[src/design/prs_pkg.sv]
// shared types and constants for the polyline resampler
// no dependencies
package prs_pkg;

  localparam int MaxSegments = 32;
  localparam int CntW = $clog2(MaxSegments + 1);
  localparam int NsW = 16 + CntW;

  typedef struct packed {
    logic signed [15:0] x;
    logic signed [15:0] y;
    logic signed [15:0] px;
    logic signed [15:0] py;
    logic signed [15:0] sx;
    logic signed [15:0] sy;
    logic               do_seg;
    logic               do_wrap;
    logic               last;
  } prs_cmd_t;

endpackage

[src/design/prs_front.sv]
// front end: accepts vertices, tracks path state and classifies each vertex
// depends on prs_pkg
module prs_front (
  input  logic                clk_i,
  input  logic                rst_ni,
  input  logic                in_valid_i,
  output logic                in_ready_o,
  input  logic signed [15:0]  point_x_i,
  input  logic signed [15:0]  point_y_i,
  input  logic                path_first_i,
  input  logic                path_last_i,
  input  logic                path_closed_i,
  input  logic [15:0]         spacing_i,
  output logic                cmd_valid_o,
  input  logic                cmd_ready_i,
  output prs_pkg::prs_cmd_t   cmd_o
);
  import prs_pkg::*;

  logic signed [15:0] prev_x_q, prev_y_q, start_x_q, start_y_q;
  logic               in_path_q;
  logic               is_first;
  logic               accept;

  assign is_first    = path_first_i || !in_path_q;
  assign cmd_valid_o = in_valid_i;
  assign in_ready_o  = cmd_ready_i;
  assign accept      = in_valid_i && cmd_ready_i;

  always_comb begin
    cmd_o.x       = point_x_i;
    cmd_o.y       = point_y_i;
    cmd_o.px      = prev_x_q;
    cmd_o.py      = prev_y_q;
    cmd_o.sx      = is_first ? point_x_i : start_x_q;
    cmd_o.sy      = is_first ? point_y_i : start_y_q;
    cmd_o.do_seg  = !is_first && (spacing_i != 16'd0);
    cmd_o.do_wrap = path_last_i && path_closed_i && (spacing_i != 16'd0);
    cmd_o.last    = path_last_i;
  end

  always_ff @(posedge clk_i or negedge rst_ni) begin
    if (!rst_ni) begin
      prev_x_q  <= '0;
      prev_y_q  <= '0;
      start_x_q <= '0;
      start_y_q <= '0;
      in_path_q <= 1'b0;
    end else if (accept) begin
      prev_x_q  <= point_x_i;
      prev_y_q  <= point_y_i;
      in_path_q <= !path_last_i;
      if (is_first) begin
        start_x_q <= point_x_i;
        start_y_q <= point_y_i;
      end
    end
  end

endmodule

[src/design/prs_queue.sv]
// two-entry queue of classified vertices between front and back end
// depends on prs_pkg
module prs_queue (
  input  logic              clk_i,
  input  logic              rst_ni,
  input  logic              wr_valid_i,
  output logic              wr_ready_o,
  input  prs_pkg::prs_cmd_t wr_data_i,
  output logic              rd_valid_o,
  input  logic              rd_ready_i,
  output prs_pkg::prs_cmd_t rd_data_o
);
  import prs_pkg::*;

  prs_cmd_t   mem_q [2];
  logic       wr_ptr_q, rd_ptr_q;
  logic [1:0] count_q;
  logic       push, pop;

  assign wr_ready_o = (count_q != 2'd2);
  assign rd_valid_o = (count_q != 2'd0);
  assign rd_data_o  = mem_q[rd_ptr_q];
  assign push       = wr_valid_i && wr_ready_o;
  assign pop        = rd_valid_o && rd_ready_i;

  always_ff @(posedge clk_i) begin
    if (push) begin
      mem_q[wr_ptr_q] <= wr_data_i;
    end
  end

  always_ff @(posedge clk_i or negedge rst_ni) begin
    if (!rst_ni) begin
      wr_ptr_q <= 1'b0;
      rd_ptr_q <= 1'b0;
      count_q  <= 2'd0;
    end else begin
      if (push) wr_ptr_q <= !wr_ptr_q;
      if (pop) rd_ptr_q <= !rd_ptr_q;
      if (push && !pop) count_q <= count_q + 2'd1;
      else if (pop && !push) count_q <= count_q - 2'd1;
    end
  end

endmodule

[src/design/prs_back.sv]
// back end: segment count search, per-segment divide and point stepping
// depends on prs_pkg
module prs_back (
  input  logic               clk_i,
  input  logic               rst_ni,
  input  logic               cmd_valid_i,
  output logic               cmd_ready_o,
  input  prs_pkg::prs_cmd_t  cmd_i,
  input  logic [15:0]        spacing_i,
  output logic               out_valid_o,
  input  logic               out_ready_i,
  output logic signed [15:0] out_x_o,
  output logic signed [15:0] out_y_o,
  output logic               path_end_o,
  output logic               run_last_o,
  output logic               clamped_o
);
  import prs_pkg::*;

  typedef enum logic [2:0] {
    S_IDLE, S_SQ, S_SUM, S_CNT, S_DIV, S_PTS, S_VTX
  } state_e;

  state_e             state_q;
  prs_cmd_t           cmd_q;
  logic               wrap_q;
  logic signed [15:0] x0_q, y0_q;
  logic signed [16:0] dx_q, dy_q;
  logic [33:0]        sqx_q, sqy_q, d2_q;
  logic [NsW-1:0]     ns_q;
  logic [CntW-1:0]    n_q, j_q, remx_q, remy_q;
  logic               cl_q, vcl_q, sgx_q, sgy_q;
  logic [15:0]        ax_q, ay_q, bigqx_q, bigqy_q, qx_q, qy_q;
  logic [CntW:0]      bigrx_q, bigry_q, rx_q, ry_q;
  logic [3:0]         bit_q;
  logic               ovalid_q;

  // load of a segment: from the incoming word or the held one
  prs_cmd_t           lsrc;
  logic               lwrap;
  logic signed [15:0] ld_x0, ld_y0, ld_x1, ld_y1;
  logic signed [16:0] ld_dx, ld_dy;
  logic signed [33:0] mx, my;
  logic [2*NsW-1:0]   sq;
  logic               too_long;
  logic [16:0]        absx, absy;
  logic [CntW:0]      tmpx, tmpy, two_n;
  logic               gex, gey;
  logic [CntW-1:0]    remx_n, remy_n;
  logic [CntW+1:0]    rsx, rsy;
  logic               wx, wy;
  logic [15:0]        qx_n, qy_n;
  logic [CntW:0]      rx_n, ry_n;
  logic [16:0]        px_s, py_s;
  logic               can_emit, pts_end, wrap_more;

  assign lsrc  = (state_q == S_IDLE) ? cmd_i : cmd_q;
  assign lwrap = (state_q == S_IDLE) ? !cmd_i.do_seg : 1'b1;
  assign ld_x0 = lwrap ? lsrc.x : lsrc.px;
  assign ld_y0 = lwrap ? lsrc.y : lsrc.py;
  assign ld_x1 = lwrap ? lsrc.sx : lsrc.x;
  assign ld_y1 = lwrap ? lsrc.sy : lsrc.y;
  assign ld_dx = {ld_x1[15], ld_x1} - {ld_x0[15], ld_x0};
  assign ld_dy = {ld_y1[15], ld_y1} - {ld_y0[15], ld_y0};

  assign mx       = dx_q * dx_q;
  assign my       = dy_q * dy_q;
  assign sq       = ns_q * ns_q;
  assign too_long = sq < (2*NsW)'(d2_q);

  assign absx = dx_q[16] ? 17'(-dx_q) : 17'(dx_q);
  assign absy = dy_q[16] ? 17'(-dy_q) : 17'(dy_q);

  // one restoring divide step per cycle on both axes
  assign tmpx   = {remx_q, ax_q[15]};
  assign tmpy   = {remy_q, ay_q[15]};
  assign gex    = tmpx >= {1'b0, n_q};
  assign gey    = tmpy >= {1'b0, n_q};
  assign remx_n = gex ? CntW'(tmpx - {1'b0, n_q}) : CntW'(tmpx);
  assign remy_n = gey ? CntW'(tmpy - {1'b0, n_q}) : CntW'(tmpy);

  // stepping of the rounded quotient from one point to the next
  assign two_n = {n_q, 1'b0};
  assign rsx   = {1'b0, rx_q} + {1'b0, bigrx_q};
  assign rsy   = {1'b0, ry_q} + {1'b0, bigry_q};
  assign wx    = rsx >= {1'b0, two_n};
  assign wy    = rsy >= {1'b0, two_n};
  assign qx_n  = qx_q + bigqx_q + 16'(wx);
  assign qy_n  = qy_q + bigqy_q + 16'(wy);
  assign rx_n  = wx ? (CntW+1)'(rsx - {1'b0, two_n}) : (CntW+1)'(rsx);
  assign ry_n  = wy ? (CntW+1)'(rsy - {1'b0, two_n}) : (CntW+1)'(rsy);
  assign px_s  = {x0_q[15], x0_q} + (sgx_q ? 17'(-{1'b0, qx_n}) : {1'b0, qx_n});
  assign py_s  = {y0_q[15], y0_q} + (sgy_q ? 17'(-{1'b0, qy_n}) : {1'b0, qy_n});

  assign can_emit  = !ovalid_q || out_ready_i;
  assign pts_end   = (j_q == n_q - CntW'(1));
  assign wrap_more = wrap_q && (n_q > CntW'(1));

  assign cmd_ready_o = (state_q == S_IDLE);
  assign out_valid_o = ovalid_q;

  always_ff @(posedge clk_i or negedge rst_ni) begin
    if (!rst_ni) begin
      state_q  <= S_IDLE;
      ovalid_q <= 1'b0;
      cmd_q    <= '0;
      wrap_q   <= 1'b0;
      x0_q     <= '0;
      y0_q     <= '0;
      dx_q     <= '0;
      dy_q     <= '0;
      sqx_q    <= '0;
      sqy_q    <= '0;
      d2_q     <= '0;
      ns_q     <= '0;
      n_q      <= '0;
      j_q      <= '0;
      cl_q     <= 1'b0;
      vcl_q    <= 1'b0;
      sgx_q    <= 1'b0;
      sgy_q    <= 1'b0;
      ax_q     <= '0;
      ay_q     <= '0;
      remx_q   <= '0;
      remy_q   <= '0;
      bit_q    <= '0;
      bigqx_q  <= '0;
      bigqy_q  <= '0;
      bigrx_q  <= '0;
      bigry_q  <= '0;
      qx_q     <= '0;
      qy_q     <= '0;
      rx_q     <= '0;
      ry_q     <= '0;
      out_x_o    <= '0;
      out_y_o    <= '0;
      path_end_o <= 1'b0;
      run_last_o <= 1'b0;
      clamped_o  <= 1'b0;
    end else begin
      if (ovalid_q && out_ready_i) ovalid_q <= 1'b0;
      case (state_q)
        S_IDLE: begin
          if (cmd_valid_i) begin
            cmd_q  <= cmd_i;
            vcl_q  <= 1'b0;
            x0_q   <= ld_x0;
            y0_q   <= ld_y0;
            dx_q   <= ld_dx;
            dy_q   <= ld_dy;
            wrap_q <= lwrap && cmd_i.do_wrap;
            if (cmd_i.do_seg || cmd_i.do_wrap) state_q <= S_SQ;
            else state_q <= S_VTX;
          end
        end
        S_SQ: begin
          sqx_q   <= 34'(mx);
          sqy_q   <= 34'(my);
          state_q <= S_SUM;
        end
        S_SUM: begin
          d2_q    <= sqx_q + sqy_q;
          ns_q    <= NsW'(spacing_i);
          n_q     <= CntW'(1);
          state_q <= S_CNT;
        end
        S_CNT: begin
          if ((n_q < CntW'(MaxSegments)) && too_long) begin
            n_q  <= n_q + CntW'(1);
            ns_q <= ns_q + NsW'(spacing_i);
          end else begin
            cl_q <= too_long;
            if (!wrap_q) vcl_q <= too_long;
            ax_q   <= absx[15:0];
            ay_q   <= absy[15:0];
            sgx_q  <= dx_q[16];
            sgy_q  <= dy_q[16];
            remx_q <= '0;
            remy_q <= '0;
            bit_q  <= '0;
            if (wrap_q) begin
              state_q <= S_VTX;
            end else if (n_q > CntW'(1)) begin
              state_q <= S_DIV;
            end else if (cmd_q.do_wrap) begin
              x0_q    <= ld_x0;
              y0_q    <= ld_y0;
              dx_q    <= ld_dx;
              dy_q    <= ld_dy;
              wrap_q  <= 1'b1;
              state_q <= S_SQ;
            end else begin
              state_q <= S_VTX;
            end
          end
        end
        S_DIV: begin
          ax_q   <= {ax_q[14:0], gex};
          ay_q   <= {ay_q[14:0], gey};
          remx_q <= remx_n;
          remy_q <= remy_n;
          bit_q  <= bit_q + 4'd1;
          if (bit_q == 4'd15) begin
            bigqx_q <= {ax_q[14:0], gex};
            bigqy_q <= {ay_q[14:0], gey};
            bigrx_q <= {remx_n, 1'b0};
            bigry_q <= {remy_n, 1'b0};
            qx_q    <= '0;
            qy_q    <= '0;
            rx_q    <= {1'b0, n_q};
            ry_q    <= {1'b0, n_q};
            j_q     <= CntW'(1);
            state_q <= S_PTS;
          end
        end
        S_PTS: begin
          if (can_emit) begin
            ovalid_q   <= 1'b1;
            out_x_o    <= px_s[15:0];
            out_y_o    <= py_s[15:0];
            clamped_o  <= cl_q;
            run_last_o <= wrap_q && pts_end;
            path_end_o <= wrap_q && pts_end && cmd_q.last;
            qx_q <= qx_n;
            qy_q <= qy_n;
            rx_q <= rx_n;
            ry_q <= ry_n;
            j_q  <= j_q + CntW'(1);
            if (pts_end) begin
              if (wrap_q) begin
                state_q <= S_IDLE;
              end else if (cmd_q.do_wrap) begin
                x0_q    <= ld_x0;
                y0_q    <= ld_y0;
                dx_q    <= ld_dx;
                dy_q    <= ld_dy;
                wrap_q  <= 1'b1;
                state_q <= S_SQ;
              end else begin
                state_q <= S_VTX;
              end
            end
          end
        end
        S_VTX: begin
          if (can_emit) begin
            ovalid_q   <= 1'b1;
            out_x_o    <= cmd_q.x;
            out_y_o    <= cmd_q.y;
            clamped_o  <= vcl_q;
            run_last_o <= !wrap_more;
            path_end_o <= !wrap_more && cmd_q.last;
            if (wrap_more) state_q <= S_DIV;
            else state_q <= S_IDLE;
          end
        end
        default: state_q <= S_IDLE;
      endcase
    end
  end

endmodule

[src/design/polyline_resampler_top.sv]
// channel    dir  tdata              tuser                    tlast
// s_axis     in   point_x, point_y   path_first, path_closed  path_last
// m_axis     out  out_x, out_y       run_last, clamped        path_end
// cfg        in   spacing            -                        -
// a plain vertex is emitted directly; a subdivided segment with n parts goes through
// squaring, summing, the count search, a 16-bit divide and stepping of n - 1 points
// a closed path adds the same steps again for the wrap segment
// the back end divider and count search set the rate; the queue holds two vertices
// reset clears path state and spacing; either side may stall at any time
module polyline_resampler_top (
  input  logic        clk_i,
  input  logic        rst_ni,
  input  logic        s_axis_tvalid_i,
  output logic        s_axis_tready_o,
  input  logic [31:0] s_axis_tdata_i,  // point_x, point_y
  input  logic [1:0]  s_axis_tuser_i,  // path_first, path_closed
  input  logic        s_axis_tlast_i,
  output logic        m_axis_tvalid_o,
  input  logic        m_axis_tready_i,
  output logic [31:0] m_axis_tdata_o,  // out_x, out_y
  output logic [1:0]  m_axis_tuser_o,  // run_last, clamped
  output logic        m_axis_tlast_o,
  input  logic        cfg_valid_i,
  output logic        cfg_ready_o,
  input  logic [15:0] cfg_data_i
);
  import prs_pkg::*;

  logic [15:0]        spacing_q;
  logic               fq_valid, fq_ready, qb_valid, qb_ready;
  prs_cmd_t           fq_cmd, qb_cmd;
  logic signed [15:0] ox, oy;

  assign cfg_ready_o = 1'b1;

  always_ff @(posedge clk_i or negedge rst_ni) begin
    if (!rst_ni) begin
      spacing_q <= '0;
    end else if (cfg_valid_i) begin
      spacing_q <= cfg_data_i;
    end
  end

  prs_front u_front (
    .clk_i         (clk_i),
    .rst_ni        (rst_ni),
    .in_valid_i    (s_axis_tvalid_i),
    .in_ready_o    (s_axis_tready_o),
    .point_x_i     (s_axis_tdata_i[15:0]),
    .point_y_i     (s_axis_tdata_i[31:16]),
    .path_first_i  (s_axis_tuser_i[0]),
    .path_last_i   (s_axis_tlast_i),
    .path_closed_i (s_axis_tuser_i[1]),
    .spacing_i     (spacing_q),
    .cmd_valid_o   (fq_valid),
    .cmd_ready_i   (fq_ready),
    .cmd_o         (fq_cmd)
  );

  prs_queue u_queue (
    .clk_i      (clk_i),
    .rst_ni     (rst_ni),
    .wr_valid_i (fq_valid),
    .wr_ready_o (fq_ready),
    .wr_data_i  (fq_cmd),
    .rd_valid_o (qb_valid),
    .rd_ready_i (qb_ready),
    .rd_data_o  (qb_cmd)
  );

  prs_back u_back (
    .clk_i       (clk_i),
    .rst_ni      (rst_ni),
    .cmd_valid_i (qb_valid),
    .cmd_ready_o (qb_ready),
    .cmd_i       (qb_cmd),
    .spacing_i   (spacing_q),
    .out_valid_o (m_axis_tvalid_o),
    .out_ready_i (m_axis_tready_i),
    .out_x_o     (ox),
    .out_y_o     (oy),
    .path_end_o  (m_axis_tlast_o),
    .run_last_o  (m_axis_tuser_o[0]),
    .clamped_o   (m_axis_tuser_o[1])
  );

  assign m_axis_tdata_o = {oy, ox};

endmodule

[config.mk]
export PLATFORM = sky130hd
export DESIGN_NAME = polyline_resampler_top
export DESIGN_NICKNAME = d
export VERILOG_FILES = /design/src/design/prs_pkg.sv /design/src/design/prs_front.sv /design/src/design/prs_queue.sv /design/src/design/prs_back.sv /design/src/design/polyline_resampler_top.sv
export SDC_FILE = /design/constraint.sdc
export NUM_CORES = 2
export LEC_CHECK = 0
export ABC_AREA = 1
export BUFFER_PORTS_ARGS = -buffer_cell sky130_fd_sc_hd__buf_2
export CAP_MARGIN = 10
export CORE_MARGIN = 2
export CORE_UTILIZATION = 57
export DETAILED_ROUTE_END_ITERATION = 10
export PLACE_DENSITY = 0.74
export SYNTH_ARGS = -nofsm -noshare
export SYNTH_HDL_FRONTEND = slang
export SYNTH_SLANG_ARGS = --single-unit
export TNS_END_PERCENT = 10
[constraint.sdc]
create_clock -name clk_i -period 10.48 [get_ports clk_i]
set_clock_uncertainty 0.2 [all_clocks]
set_input_delay 1.048 -clock clk_i [delete_from_list [all_inputs] [get_ports clk_i]]
set_output_delay 1.048 -clock clk_i [all_outputs]
set_load 0.02 [all_outputs]
==> flow_summary.yaml <==
sta:
  report.final.slew_viol_count: 0
  setup_tns_ns: 0
  relSlewSlack_pct: 16.2
  fmax_ghz: 0.106
  worst_pin_slew_ns: 1.26
  min_period_ns: 9.42
  fin_crit_sh_pct: 89.8
  setup_viol: 0
  rsz0062_at_grt: "no"
  finalHoldViolCount: 0
setup_path:
  slowest_stage: "dfrtp_1"
  crit_family: "adder cells"
  rr_worst_depth: 30
  end_kind: "flop"
  path_depth: 30
  r2r_slack_ns: 1.06
  crit_type: "reg2reg"
  critPathArrivalTime_ns: 9.77
  crit_buf_inv: 5
  worst_setup_path_start_kind: "flop"
  timing.rr.end: "u_back.ns_q[16]"
  crit_path_max_fanout: 34
  reg2reg_from: "u_back.ns_q[5]"
  worstPathRequired_ns: 10.83
  slowest_delay_ns: 0.93
min_path:
  hp-class: "in2async"
job:
  timing.max_cap.violations: 0
yosys:
  ys_async_sr_fraction_pct: 72.9
  synth_top_cells_by_count: "2049 x nand2_1, 1741 x inv_1, 896 x fa_1"
  yosysWarnings: 0
  synth_edf_count: 198
  synth_largest_area_cell: "fa_1"
  seq_area_frac_synth_pct: 26.0
  synth_fp_nets: 10255
  yosysUniqueCellTypes: 63
  synth_top_area_share_pct: 24.2
  avgSynthCellArea_um2: 8.46
  synth_cells: 8747
  synth_seq_cells: 730
  synth_top_cells_by_area: "fa_1 24%, dfrtp_1 18%, nand2_1 10%, ha_1 9.4%, inv_1 8.8%"
  yosysMostFrequentCell: "nand2_1"
  syn_area_um2: 74000
  synth_top_flop_cell: "dfrtp_1"
detailed_routing:
  routed_wl_um: 194000
  dr.first_iter.drc_count: 4208
  firstDrtPassIters: 6
  vias: 57431
  ant_nets: 0
  vias_per_cell: 5.46
  drc: 0
  wl_per_cell_um: 18.5
die:
  die_area_um2: 133000
  start_util_pct: 57.3
  die_h_um: 364
  fp.dieW_um: 364
  ios: 94
  num_rows: 132
  coreArea_um2: 129000
global_routing:
  busiest_layer: "met2"
  use_met1_pct: 37.7
  first_global_vias: 60064
  grt_use_met3_pct: 4.19
  gr-usage-met2_pct: 51.2
  grt_use_total_pct: 30.2
  grt_pass1_wl_um: 316000
  grt_antenna_before_repair: 10
  grt_max_degree: 161
  gr-total-overflow: 0
clock_tree:
  clkSinkCount: 730
  cts_buffers: 84
  cts_buffer_depth: 3
  clock_tree.root_cell: "clkbuf_16"
  cts_setup_buffers: 0
  cts_hold_repair.buffers: 0
  clk_latency_ns: 0.72
  cts_tree: "built"
  cts_resized: 0
  cts.clk_slew.worst_paths_ns: 0.06
  cts-htree-levels: 3
layout:
  syn2layout_area_growth_pct: 6.81
  nets: 10209
  instances_no_fill: 10520
  drive_above_1_share_pct: 5.47
placed_design:
  place_inst: 10356
  dp.final_hpwl_um: 151000
  io_buffer_count: 92
  gp_congestion: 0.975
status:
  status: "finished, final reports clean"
## cell families after synthesis
logic type               share of synthesized area, %
AND/OR/NAND/NOR                                  15.4
XOR/XNOR                                         3.54
AO/OA/AOI/OAI                                    9.91
buffers and inverters                            10.7
other                                         0.00507
multiplexers                                    0.784
adder cells (fa/ha/maj)                          33.6
flip-flops                                       26.0
## cell usage in the layout (no fill, tap or decap), types with 15 or more instances in the layout
master,netlist,layout
nand2_1,2049,2047
inv_1,1741,1741
fa_1,896,896
o21ai_0,612,611
ha_1,556,556
dfrtp_1,532,531
a21oi_1,441,441
nor2_1,323,316
nand3_1,230,230
edfxtp_1,198,198
xor2_1,159,159
xnor2_1,135,135
buf_2,15,91
clkbuf_16,0,84
buf_4,4,84
mux2i_1,58,58
nor3_1,54,51
o21ai_2,47,48
nand4_1,41,41
or2_2,38,38
o21bai_1,35,35
nand2_2,31,32
a31oi_1,32,32
o21a_1,25,25
clkbuf_1,231,20
o211ai_1,19,19
a21o_1,17,17
a21boi_0,15,15
## worst max path at each step
stage,start,end
global route,u_back.ns_q[20],u_back.ns_q[7]
global placement,u_back.ns_q[5],u_back.dx_q[13]
finish,u_back.ns_q[5],u_back.ns_q[16]
CTS,u_back.ns_q[5],u_back.ns_q[16]
floorplan,u_back.ns_q[16],u_back.y0_q[12]
detailed placement,u_back.ns_q[5],u_back.ns_q[17]
## layer usage
| layer | vias up | wire (µm) |
|---|---|---|
| met5 | - | 33 |
| met2 | 1926 | 93000 |
| met3 | 490 | 11600 |
| met4 | 4 | 11200 |
| li1 | 27065 | - |
| met1 | 27946 | 78300 |
## final cells by class
| cell class | count | area, µm² |
|---|---|---|
| multi-input combinational | 5947 | 46900 |
| tap | 1742 | 2180 |
| inverter | 1757 | 6600 |
| timing repair buffer | 181 | 1200 |
| fill | 11169 | 50100 |
| clock buffer | 114 | 2310 |
| clock inverter | 42 | 558 |
| antenna | 7 | 17.5 |
| sequential | 730 | 19300 |
## metrics by stage
step	cell area, µm²	setup slack, ns	util, %	hold WS [ns]
floorplan	74000	2.56	-	0.242
global placement	76200	1.23	59.0	0.250
detailed placement	76200	1.11	59.0	0.253
CTS	79000	1.08	61.2	0.116
global route	79100	0.507	61.2	0.152
finish	79100	1.06	61.2	0.108
## worst register-to-register path, delay by kind of cell (launching register included)
kind                       cells  cell delay (ns)
adders and majority gates      9             4.25
and+or+nand+nor               10             1.90
AOI/OAI and AO/OA              5             0.97
DFF                            1             0.93
buffers and inverters          5             0.90
xor gates and xnor gates       1             0.17
## sequential cells by signal, indices dropped and copies added, names as in the netlist, 17 cells and up
signal and cells:
u_queue.mem_q 198, u_back.cmd_q 66, u_back.d2_q 34, u_back.sqx_q 33, u_back.sqy_q 33, u_back.ns_q 22, u_back.dx_q 17, u_back.dy_q 17
Power is left out: the tool's default activity adds up to more than one toggle a clock period on the data nets, which glitch-free logic cannot reach.
